==> config.mk <==
export PLATFORM = sky130hd
export DESIGN_NAME = random_free_cell_picker_unit
export DESIGN_NICKNAME = d
export VERILOG_FILES = /design/src/sv/rfcp_pkg.sv /design/src/sv/rfcp_ram.sv /design/src/sv/rfcp_divider.sv /design/src/sv/rfcp_scan.sv /design/src/sv/random_free_cell_picker_unit.sv
export SDC_FILE = /design/constraint.sdc
export NUM_CORES = 2
export LEC_CHECK = 0
export BUFFER_PORTS_ARGS = -buffer_cell sky130_fd_sc_hd__buf_2
export CAP_MARGIN = 20
export CORE_MARGIN = 8
export CORE_UTILIZATION = 30
export DETAILED_ROUTE_END_ITERATION = 7
export GPL_TIMING_DRIVEN = 1
export PLACE_DENSITY = 0.5
export SLEW_MARGIN = 40
export SYNTH_ARGS = -nofsm -noshare
export SYNTH_HDL_FRONTEND = slang
export SYNTH_SLANG_ARGS = --single-unit
==> constraint.sdc <==
create_clock -name clk -period 7.1 [get_ports clk]
set_input_delay 1.065 -clock clk [delete_from_list [all_inputs] [get_ports clk]]
set_output_delay 1.065 -clock clk [all_outputs]
set_load 0.005 [all_outputs]
==> src/sv/rfcp_pkg.sv <==
// shared widths and codes of the free cell picker
package rfcp_pkg;

  localparam int CFG_W   = 13;  // column_count / row_count width
  localparam int RAND_W  = 31;  // random_word width
  localparam int OUT_W   = 12;  // row_index / column_index width
  localparam int PADDR_W = 3;
  localparam int PDATA_W = 32;
  localparam int REG_SEL_BIT = 2;  // paddr bit that picks the register

  localparam logic MODE_PICK  = 1'b0;
  localparam logic MODE_CLEAR = 1'b1;

  localparam logic REG_COLUMN_COUNT = 1'b0;
  localparam logic REG_ROW_COUNT    = 1'b1;

  typedef logic [CFG_W-1:0] dim_t;

endpackage

==> src/sv/rfcp_ram.sv <==
// generic single-write, single-read ram with registered read data
module rfcp_ram #(
  parameter int WIDTH = 32,
  parameter int DEPTH = 128
) (
  input  logic                                   clk,
  input  logic                                   we,
  input  logic [((DEPTH > 1) ? $clog2(DEPTH) : 1)-1:0] waddr,
  input  logic [WIDTH-1:0]                       wdata,
  input  logic [((DEPTH > 1) ? $clog2(DEPTH) : 1)-1:0] raddr,
  output logic [WIDTH-1:0]                       rdata
);

  logic [WIDTH-1:0] mem [DEPTH];

  always_ff @(posedge clk) begin
    if (we) begin
      mem[waddr] <= wdata;
    end
    rdata <= mem[raddr];
  end

endmodule

==> src/sv/rfcp_divider.sv <==
// radix-2 restoring divider, one quotient bit per cycle
module rfcp_divider #(
  parameter int DV_W    = 17,
  parameter int SHORT_W = 12
) (
  input  logic                       clk,
  input  logic                       rst,
  input  logic                       start,
  input  logic                       short_op,
  input  logic [rfcp_pkg::RAND_W-1:0] dividend,
  input  logic [DV_W-1:0]            divisor,
  output logic                       busy,
  output logic [rfcp_pkg::RAND_W-1:0] quotient,
  output logic [DV_W-1:0]            remainder
);
  import rfcp_pkg::*;

  localparam int STEP_W = $clog2(RAND_W + 1);

  logic [STEP_W-1:0] steps;
  logic [DV_W-1:0]   dvsr;
  logic [DV_W:0]     trial;
  logic              fits;

  assign busy  = (steps != '0);
  assign trial = {remainder, quotient[RAND_W-1]};
  assign fits  = (trial >= {1'b0, dvsr});

  always_ff @(posedge clk) begin
    if (rst) begin
      steps <= '0;
    end else if (start) begin
      steps <= short_op ? STEP_W'(SHORT_W) : STEP_W'(RAND_W);
    end else if (busy) begin
      steps <= steps - 1'b1;
    end
  end

  always_ff @(posedge clk) begin
    if (start) begin
      remainder <= '0;
      dvsr      <= divisor;
      // short operands sit at the top so the msb is shifted in first
      quotient  <= short_op ? (dividend << (RAND_W - SHORT_W)) : dividend;
    end else if (busy) begin
      remainder <= fits ? DV_W'(trial - {1'b0, dvsr}) : trial[DV_W-1:0];
      quotient  <= {quotient[RAND_W-2:0], fits};
    end
  end

endmodule

==> src/sv/rfcp_scan.sv <==
// finds the lowest free bit of one bitmap word inside the probe window
module rfcp_scan #(
  parameter int WORD_W = 32,
  parameter int BIT_W  = 5
) (
  input  logic [WORD_W-1:0] word,
  input  logic              use_start,
  input  logic [BIT_W-1:0]  start_bit,
  input  logic              use_limit,
  input  logic [BIT_W-1:0]  last_bit,
  output logic              found,
  output logic [BIT_W-1:0]  bit_idx
);

  logic [WORD_W-1:0] free;

  always_comb begin
    for (int j = 0; j < WORD_W; j++) begin
      free[j] = !word[j]
             && (!use_start || (BIT_W'(j) >= start_bit))
             && (!use_limit || (BIT_W'(j) <= last_bit));
    end
  end

  always_comb begin
    bit_idx = '0;
    for (int j = WORD_W - 1; j >= 0; j--) begin
      if (free[j]) begin
        bit_idx = BIT_W'(j);
      end
    end
  end

  assign found = |free;

endmodule

==> src/sv/random_free_cell_picker_unit.sv <==
// Free cell picker: picks a free cell of a rows-by-columns grid by linear probing from a
// random start, marks it and returns its row and column, or flags the grid full. One
// shared restoring divider computes the start index and then the row/column split, and
// each 32-cell bitmap word probed costs a read and a check on the bitmap ram. A clear
// request, and reset, sweep the bitmap one word a cycle, during which no request is
// taken; register writes are taken at any time.
module random_free_cell_picker_unit #(
  parameter int MAX_CELLS = 4096
) (
  input  logic                          clk,
  input  logic                          rst,
  // request channel
  input  logic                          in_valid,
  output logic                          in_stall,
  input  logic                          mode,
  input  logic [rfcp_pkg::RAND_W-1:0]   random_word,
  // result channel
  output logic                          out_valid,
  input  logic                          out_stall,
  output logic [rfcp_pkg::OUT_W-1:0]    row_index,
  output logic [rfcp_pkg::OUT_W-1:0]    column_index,
  output logic                          grid_full,
  // register port
  input  logic                          psel,
  input  logic                          penable,
  input  logic                          pwrite,
  input  logic [rfcp_pkg::PADDR_W-1:0]  paddr,
  input  logic [rfcp_pkg::PDATA_W-1:0]  pwdata,
  output logic [rfcp_pkg::PDATA_W-1:0]  prdata,
  output logic                          pready
);
  import rfcp_pkg::*;

  localparam int IDX_W  = (MAX_CELLS > 1) ? $clog2(MAX_CELLS) : 1;
  localparam int CNT_W  = $clog2(MAX_CELLS + 1);
  localparam int PAD    = 2 ** IDX_W;
  localparam int WORD_W = (PAD < 32) ? PAD : 32;
  localparam int BIT_W  = $clog2(WORD_W);
  localparam int ROWS   = PAD / WORD_W;
  localparam int ROW_W  = (ROWS > 1) ? $clog2(ROWS) : 1;
  localparam int VIS_W  = $clog2(ROWS + 2);
  localparam int DV_W   = (CNT_W > CFG_W) ? CNT_W : CFG_W;

  typedef enum logic [2:0] {
    S_CLEAR, S_IDLE, S_START, S_MOD, S_PROBE_RD, S_PROBE_CHK, S_SPLIT, S_EMIT
  } state_t;

  state_t state;

  // registers
  dim_t column_count;
  dim_t row_count;

  always_ff @(posedge clk) begin
    if (rst) begin
      column_count <= CFG_W'(1);
      row_count    <= CFG_W'(1);
    end else if (psel && penable && pwrite && pready) begin
      unique case (paddr[REG_SEL_BIT])
        REG_COLUMN_COUNT: column_count <= pwdata[CFG_W-1:0];
        REG_ROW_COUNT:    row_count    <= pwdata[CFG_W-1:0];
      endcase
    end
  end

  always_comb begin
    unique case (paddr[REG_SEL_BIT])
      REG_COLUMN_COUNT: prdata = PDATA_W'(column_count);
      REG_ROW_COUNT:    prdata = PDATA_W'(row_count);
    endcase
  end

  assign pready = 1'b1;

  // active cell count, refreshed every cycle from the registers
  dim_t              eff_cols;
  dim_t              eff_rows;
  logic [2*CFG_W-1:0] prod;
  logic [CNT_W-1:0]  cells;
  logic [CNT_W-1:0]  last_cell;
  logic [IDX_W:0]    last_shift;
  logic [ROW_W-1:0]  last_row;
  logic [BIT_W-1:0]  last_bit;

  assign eff_cols = (column_count == '0) ? CFG_W'(1) : column_count;
  assign eff_rows = (row_count == '0) ? CFG_W'(1) : row_count;
  assign prod     = eff_rows * eff_cols;

  always_ff @(posedge clk) begin
    cells <= (prod > (2*CFG_W)'(MAX_CELLS)) ? CNT_W'(MAX_CELLS) : prod[CNT_W-1:0];
  end

  assign last_cell  = cells - 1'b1;
  assign last_shift = {1'b0, last_cell[IDX_W-1:0]} >> BIT_W;
  assign last_row   = last_shift[ROW_W-1:0];
  assign last_bit   = last_cell[BIT_W-1:0];

  // sequencer registers
  logic [RAND_W-1:0] word_reg;
  logic [ROW_W-1:0]  clr_row;
  logic [ROW_W-1:0]  probe_row;
  logic [BIT_W-1:0]  start_bit;
  logic              first_visit;
  logic [VIS_W-1:0]  visits;
  logic              res_full;

  // divider
  logic              div_start;
  logic              div_short;
  logic [RAND_W-1:0] div_dividend;
  logic [DV_W-1:0]   div_divisor;
  logic              div_busy;
  logic [RAND_W-1:0] div_quo;
  logic [DV_W-1:0]   div_rem;

  // bitmap ram and scan
  logic              ram_we;
  logic [ROW_W-1:0]  ram_waddr;
  logic [WORD_W-1:0] ram_wdata;
  logic [WORD_W-1:0] ram_rdata;
  logic              scan_found;
  logic [BIT_W-1:0]  scan_bit;
  logic [IDX_W-1:0]  found_idx;
  logic [IDX_W-1:0]  start_idx;
  logic [IDX_W:0]    start_shift;
  logic              out_free;

  assign found_idx   = IDX_W'({probe_row, scan_bit});
  assign start_idx   = div_rem[IDX_W-1:0];
  assign start_shift = {1'b0, start_idx} >> BIT_W;
  assign out_free    = !out_valid || !out_stall;
  assign in_stall    = (state != S_IDLE);

  assign div_start    = (state == S_START) || ((state == S_PROBE_CHK) && scan_found);
  assign div_short    = (state == S_PROBE_CHK);
  assign div_dividend = div_short ? RAND_W'(found_idx) : word_reg;
  assign div_divisor  = div_short ? DV_W'(eff_cols) : DV_W'(cells);

  always_comb begin
    ram_we    = 1'b0;
    ram_waddr = probe_row;
    ram_wdata = ram_rdata | (WORD_W'(1) << scan_bit);
    if (state == S_CLEAR) begin
      ram_we    = 1'b1;
      ram_waddr = clr_row;
      ram_wdata = '0;
    end else if ((state == S_PROBE_CHK) && scan_found) begin
      ram_we = 1'b1;
    end
  end

  rfcp_ram #(
    .WIDTH (WORD_W),
    .DEPTH (ROWS)
  ) u_map (
    .clk   (clk),
    .we    (ram_we),
    .waddr (ram_waddr),
    .wdata (ram_wdata),
    .raddr (probe_row),
    .rdata (ram_rdata)
  );

  rfcp_scan #(
    .WORD_W (WORD_W),
    .BIT_W  (BIT_W)
  ) u_scan (
    .word      (ram_rdata),
    .use_start (first_visit),
    .start_bit (start_bit),
    .use_limit (probe_row == last_row),
    .last_bit  (last_bit),
    .found     (scan_found),
    .bit_idx   (scan_bit)
  );

  rfcp_divider #(
    .DV_W    (DV_W),
    .SHORT_W (IDX_W)
  ) u_div (
    .clk       (clk),
    .rst       (rst),
    .start     (div_start),
    .short_op  (div_short),
    .dividend  (div_dividend),
    .divisor   (div_divisor),
    .busy      (div_busy),
    .quotient  (div_quo),
    .remainder (div_rem)
  );

  always_ff @(posedge clk) begin
    if (rst) begin
      state     <= S_CLEAR;
      clr_row   <= '0;
      out_valid <= 1'b0;
    end else begin
      // the emit state loads the next result itself
      if (out_valid && !out_stall && (state != S_EMIT)) begin
        out_valid <= 1'b0;
      end
      unique case (state)
        S_CLEAR: begin
          clr_row <= clr_row + 1'b1;
          if (clr_row == ROW_W'(ROWS - 1)) begin
            state <= S_IDLE;
          end
        end
        S_IDLE: begin
          if (in_valid) begin
            word_reg <= random_word;
            clr_row  <= '0;
            state    <= (mode == MODE_CLEAR) ? S_CLEAR : S_START;
          end
        end
        S_START: begin
          state <= S_MOD;
        end
        S_MOD: begin
          if (!div_busy) begin
            probe_row   <= start_shift[ROW_W-1:0];
            start_bit   <= start_idx[BIT_W-1:0];
            first_visit <= 1'b1;
            visits      <= '0;
            state       <= S_PROBE_RD;
          end
        end
        S_PROBE_RD: begin
          state <= S_PROBE_CHK;
        end
        S_PROBE_CHK: begin
          if (scan_found) begin
            res_full <= 1'b0;
            state    <= S_SPLIT;
          end else if (visits == VIS_W'(last_row) + VIS_W'(1)) begin
            // start word seen twice: every active cell is used
            res_full <= 1'b1;
            state    <= S_EMIT;
          end else begin
            visits      <= visits + 1'b1;
            first_visit <= 1'b0;
            probe_row   <= (probe_row == last_row) ? '0 : probe_row + 1'b1;
            state       <= S_PROBE_RD;
          end
        end
        S_SPLIT: begin
          if (!div_busy) begin
            state <= S_EMIT;
          end
        end
        S_EMIT: begin
          if (out_free) begin
            out_valid    <= 1'b1;
            row_index    <= res_full ? '0 : div_quo[OUT_W-1:0];
            column_index <= res_full ? '0 : div_rem[OUT_W-1:0];
            grid_full    <= res_full;
            state        <= S_IDLE;
          end
        end
        default: begin
          state <= S_IDLE;
        end
      endcase
    end
  end

endmodule

## Word-level counts from Yosys, hierarchy flattened

Memory sizes are Yosys's and may differ from the RTL's. A register that Yosys moved wholly into a read port is not among the register bits.
Index checks and enable logic that the tools add are counted.
W data, S select, Z words.

- Equal/unequal tests: 19
- $lt $le $gt $ge: 66
- $add $sub $neg: 7
- Bitwise operators: 4
- Multiply operators: 1
- Reduce and logical (&&, ||, !) cells: 189
- Mux-type cells: 78
- Shifts and indexed selects: 1
- Div/mod/pow operators: 0

Operator list:

| kind | number |
|---|---|
| $mux W5 | 35 |
| $mux W31 | 4 |
| $ge A5 B5 Y1 const A | 16 |
| $le A5 B5 Y1 const A | 16 |
| $logic_and A1 B1 Y1 | 69 |
| $logic_or A1 B1 Y1 | 66 |
| $pmux W32 S2 | 1 |
| $mux W13 | 4 |
| $mux W7 | 6 |
| $ge A4 B5 Y1 const A | 8 |
| $le A4 B5 Y1 const A | 8 |
| $logic_not A1 Y1 | 36 |
| $mux W32 | 1 |
| $or A32 B32 Y32 | 1 |
| $reduce_or A32 Y1 | 1 |
| $shl A1 B5 Y32 const A | 1 |
| $pmux W7 S2 | 2 |
| $gt A26 B13 Y1 const B | 1 |
| $logic_not A13 Y1 | 2 |
| $mul A13 B13 Y26 | 1 |
| $mux W8 | 3 |
| $pmux W3 S8 | 1 |
| $ge A3 B5 Y1 const A | 4 |
| $le A3 B5 Y1 const A | 4 |
| other kinds (33) | 74 |

- Output and inout bits: 60
- Memory bits (writable): 4096
- Input bits: 74
- Memories: 1
- Bits in registers: 190
- Latch bits: 0
- ROM bits: 0
- Logic and storage cells: 385

Memory list:

| memory | words | width | rd ports | clocked after Yosys merged registers in | wr ports | RTL line | text |
|---|---|---|---|---|---|---|---|
| u_map.mem | 128 | 32 | 1 | 1 | 1 | rfcp_ram.sv:14 | `logic [WIDTH-1:0] mem [DEPTH];` |

## Logic depth before layout (Yosys ltp)

- Depth after elaboration: 40
- Mapped depth: 26
- Mapped depth without buffers: 24

## Hierarchy

A second synthesis with hierarchy kept.

- Cells, all modules: 7977
- Area total of the unflattened synthesis: 173421.3 sq um

Modules (own cells, without submodules):

| module | sequential area each (sq um) | cells each | area each (sq um) | instances |
|---|---|---|---|---|
| rfcp_ram | 123638.6 | 5990 | 156276.1 | 1 |
| random_free_cell_picker_unit | 3343.2 | 1438 | 12467.0 | 1 |
| rfcp_divider | 1681.6 | 349 | 3434.5 | 1 |
| rfcp_scan | 0.0 | 200 | 1243.7 | 1 |

## Worst setup path before layout

No wires, ideal clock.

- Kind: reg2reg
- From: register cells[0]
- To: memory u_map.mem[0][7], data pin
- Clock period less this slack: 6.044 ns
- Path buffers: 4
- Setup time: 0.550 ns
- Path slack: 1.056 ns
- Required time: 6.550 ns
- Cell stages (with the launch flop): 18
- Arrival: 5.494 ns
- Cells stage by stage: dfxtp_1 clkbuf_1 inv_1 ha_1 buf_2 or4b_4 nor4_4 xnor3_1 nand2_4 nor4_4 buf_2 a21oi_1 nor3_1 nor2_1 a2111oi_4 nor2b_1 buf_2 a32o_1

- Word-level cells in the longest chain between the ends: 40
- Elaborated cells between the ends (all ways): 134
- Classes of those cells: add/sub: 1; order compare: 32; eq/ne: 1; shift: 1; mux: 33; bitwise: 1; reduce/logical: 65

Ends and longest elaborated chain:

| what | RTL line | text |
|---|---|---|
| from (decl) | random_free_cell_picker_unit.sv:79 | `logic [CNT_W-1:0] cells;` |
| from (signal assigned) | random_free_cell_picker_unit.sv:90 | `cells <= (prod > (2*CFG_W)'(MAX_CELLS)) ? CNT_W'(MAX_CELLS) : prod[CNT_W-1:0];` |
| $sub A12 B1 Y12 * | random_free_cell_picker_unit.sv:93 | `assign last_cell = cells - 1'b1;` |
| parallel branches: the longest is 35 deep, another holds $le A5 B5 Y1 | n/a |  |
| $mux W5 * | rfcp_scan.sv:28 | `if (free[j]) begin` |
| $shl A1 B5 Y32 * | random_free_cell_picker_unit.sv:142 | `ram_wdata = ram_rdata \| (WORD_W'(1) << scan_bit);` |
| $or A32 B32 Y32 * | random_free_cell_picker_unit.sv:142 |  |
| $mux W32 * | random_free_cell_picker_unit.sv:143 | `if (state == S_CLEAR) begin` |
| named net ram_wdata[7] | random_free_cell_picker_unit.sv:119 | `logic [WORD_W-1:0] ram_wdata;` |
| to (decl) | rfcp_ram.sv:14 |  |

Mark *: on every way through the listed nets, which the timed path passes.

## Worst setup path in the final report

- From: register column_count[9]
- To: register cells[5]

- Word-level cells in the longest chain between the ends: 4

Ends and longest elaborated chain:

| what | RTL line | text |
|---|---|---|
| from (decl) | random_free_cell_picker_unit.sv:51 | `dim_t column_count;` |
| from (signal assigned) | random_free_cell_picker_unit.sv:60 | `REG_COLUMN_COUNT: column_count <= pwdata[CFG_W-1:0];` |
| $logic_not A13 Y1 | random_free_cell_picker_unit.sv:85 | `assign eff_cols = (column_count == '0) ? CFG_W'(1) : column_count;` |
| $mux W13 * | random_free_cell_picker_unit.sv:85 |  |
| $mul A13 B13 Y26 * | random_free_cell_picker_unit.sv:87 | `assign prod = eff_rows * eff_cols;` |
| $gt A26 B13 Y1 | random_free_cell_picker_unit.sv:90 |  |

Mark *: on every way between the ends. The rest lies on a longest branch, timed or not.
A chain may end at the register's enable or synchronous reset.

==> results.txt <==
FP Rows = 279
Int Pwr = 0.04233 W
Largest net degree at the start of global routing = 130
Antenna violations before repair = 30
Starting density of the core = 0.3010
Nets = 8709
Worst-skew pair later-pin latency = 1030 ps
Largest register by flop count = u_map.mem
Synth async-reset ratio = 0
Vias in the first global route = 87126
Port buffer count = 92
Max FFs per register = 4096
Worst Path Max Fanout = 15
Yosys warnings = 0
Mapped Area = 173700 um^2
CTS sink count = 4318
RD Place Congestion = 0.7996
Number of enable flip-flop cells after synthesis = 4218
Pwr Density = 271.6 nW/um^2
# placed instances = 15699
Worst path max stage delay = 770 ps
GR Util All Layers = 0.1574
Crit path launch type = register
Endpoint class of the critical path = register
Final Cycle Share = 0.9545
Setup TNS = 0 ps
Ports = 134
Non-Filler Instances = 16515
Place WS = 142.5 ps
WS Path Type = reg -> reg
Largest regs = u_map.mem: 4096 flops, u_map.rdata: 32 flops
Seq/Total Area, Yosys = 0.7408
Worst Skew = 58.67 ps
WL/cell = 29.57 um
Worst path bufs/invs = 6
Max clock buf depth = 4
# DRC = 0
Critical Path Source = column_count[9]
Final Setup Violations = 0
Gr ovfl total = 0
Clock Root Buffer = clkbuf_16
DIE AREA = 603500 um^2
Actual slew at the worst max-slew pin = 900.8 ps
Net Sw Power = 0.01226 W
Distinct cells, synth = 109
Max-slew headroom = 0.3994
Slew Limit Fails = 0
HP Class = in -> reg
H-tree depth = 5
Crit Reg-Reg Startpoint = column_count[9]
Drt total wl = 488.4 mm
Area growth syn-to-layout = 15.71%
Delay-heaviest family, CP = compound AO/OA/AOI/OAI gates
DRT iter0 DRCs = 9078
Yosys reg bits = 4318
DR pass1 iterations = 8
Status = finished, final reports clean
Main synth FF type = edfxtp_1
Final setup margin = 323.1 ps
Critical-path cell list = nor3_1, a41oi_1, buf_4, nor2b_1, fa_1, inv_1, fa_1, inv_1, fa_1, inv_1, fa_1, inv_1, ha_1, a21oi_1, o21ai_0, a21o_1, a21oi_2, mux2_2, a221oi_1, o2111ai_2, buf_4, a2111o_1, nor2_1
# hold bufs at CTS = 0
Antenna viol nets, final = 0
Seq pwr share = 0.535
Share of cells above drive strength 1 = 0.3017
Final Util = 0.3483
CTS tree = done
Data arrival time of the critical path = 7730 ps
Global-route wire length before repair = 682.3 mm
Net Sw Frac = 0.2246
Slowest cell on crit path = dfxtp_1
Reg clk slew, reported paths = 60 ps
Hold Startpoint = random_word[15]
Worst path required time = 8060 ps
Detail Placement HPWL = 278.8 mm
Die W = 776.9 um
Vias per Instance = 5.068
Core area = 577000 um^2
Minimum clock period = 6777 ps
Worst VDD drop = 0.2028 mV
Max_cap viols = 0
Logic gate share of total power = 0.058
Hold Violations, Final = 0
Clock share of power = 0.407
Total CTS buffers = 431
Die Ht = 776.9 um
Post-synthesis average cell area = 21.75 um^2
Via count = 83694
Total Power = 0.05458 W
Lkg Pwr = 63.57 nW
Mapped Cells = 7984
Max Fclk = 0.1476 GHz
[cells by family after synthesis]
| group | count (synthesis) | share of synthesized area |
|---|---|---|
| buffers and inverters | 626 | 0.01439 |
| muxes | 1399 | 0.1778 |
| xor gates and xnor gates | 66 | 0.003732 |
| other | 2 | 0.00004324 |
| DFF | 4318 | 0.7408 |
| adders and majority gates | 217 | 0.02089 |
| and+or+nand+nor | 947 | 0.02619 |
| AOI/OAI and AO/OA | 409 | 0.01618 |
[cell usage in the layout (no fill, tap or decap), types with 96 or more instances in the layout]
cell type	instances
a21oi_1	96
nand2_1	345
inv_1	183
mux4_2	1344
clkbuf_16	437
buf_4	226
dfxtp_1	99
clkbuf_1	100
fa_1	122
nor2_1	136
nor2_4	129
edfxtp_1	4218
[synth_stat cells (18+ instances only)]
master / n / area [um^2]
buf_1: 93 / 349.1
nand3b_1: 18 / 135.1
xor2_1: 25 / 219.0
clkbuf_1: 304 / 1141
a22o_1: 25 / 219.0
edfxtp_1: 4218 / 126700
nand2_1: 345 / 1295
nor2b_1: 63 / 394.1
mux4_2: 1344 / 30270
fa_1: 122 / 2442
a211oi_1: 30 / 225.2
nor2_1: 265 / 994.7
buf_4: 30 / 225.2
ha_1: 94 / 1176
a21oi_1: 98 / 490.5
nand2b_1: 21 / 131.4
inv_1: 183 / 686.9
nand3_1: 32 / 160.2
a21o_1: 19 / 142.6
o21ai_0: 83 / 415.4
and2_1: 63 / 394.1
nor3_1: 26 / 130.1
dfxtp_1: 100 / 2002
xnor2_1: 36 / 315.3
mux2_2: 46 / 518.0
[layer usage]
metal | vias up | part of all wire | GRT usage
met4 | 2 | 0.023 | 0.03408
met2 | 2591 | 0.48 | 0.2607
met1 | 46421 | 0.43 | 0.2191
met5 | - | 0.000025 | 0
met3 | 561 | 0.062 | 0.02525
li1 | 34119 | - | -
[final timing paths]
check / end / slack, ps / depth (start not counted)
hold / removal: word_reg[15] / 250 / 1
setup reg to reg: cells[5] / 320 / 23
setup / recovery: cells[5] / 320 / 23
hold reg to reg: u_div.remainder[12] / 510 / 2
[worst reg2reg max path: cells and delay by family (launching register included)]
family,cells,cell delay [ps]
AO/OA/AOI/OAI,8,2300
adder cells (fa/ha/maj),5,2280
buffers and inverters,6,670
flip-flops,1,770
multiplexers,1,350
AND/OR/NAND/NOR,3,340
[power by group through the flow]
stage | clock, W | combinational [W] | sequential, W
after CTS | 0.0227 | 0.00318 | 0.0292
after floorplan | 0 | 0.00163 | 0.0297
after global placement | 0 | 0.00300 | 0.0297
final | 0.0222 | 0.00317 | 0.0292
after global routing | 0.0237 | 0.00339 | 0.0292
after detailed placement | 0 | 0.00317 | 0.0297
[through the flow]
step,hold WS (ps),cell area [um^2]
floorplan,464.2,173700
global placement,491.1,186600
detailed placement,503.7,187000
CTS,137.8,200600
global route,183.4,200900
finish,254.2,201000
[area by class of cell]
type	count	area, um^2
Tap cell	7727	9668
Clock inverter	247	2237
Antenna cell	12	30.03
Timing Repair Buffer	424	4312
Clock buffer	543	11380
Multi-Input combinational cell	3059	43980
Fill cell	53139	376100
Inverter	185	698.2
Sequential cell	4318	128700
[timing repair]
item / 4_1_cts / 5_1_grt
resized for setup: 0 / 7
setup endpoints to repair: 0 / 13
buffers inserted: 0 / 1
Note: power is estimated with default switching activity, not from simulation.
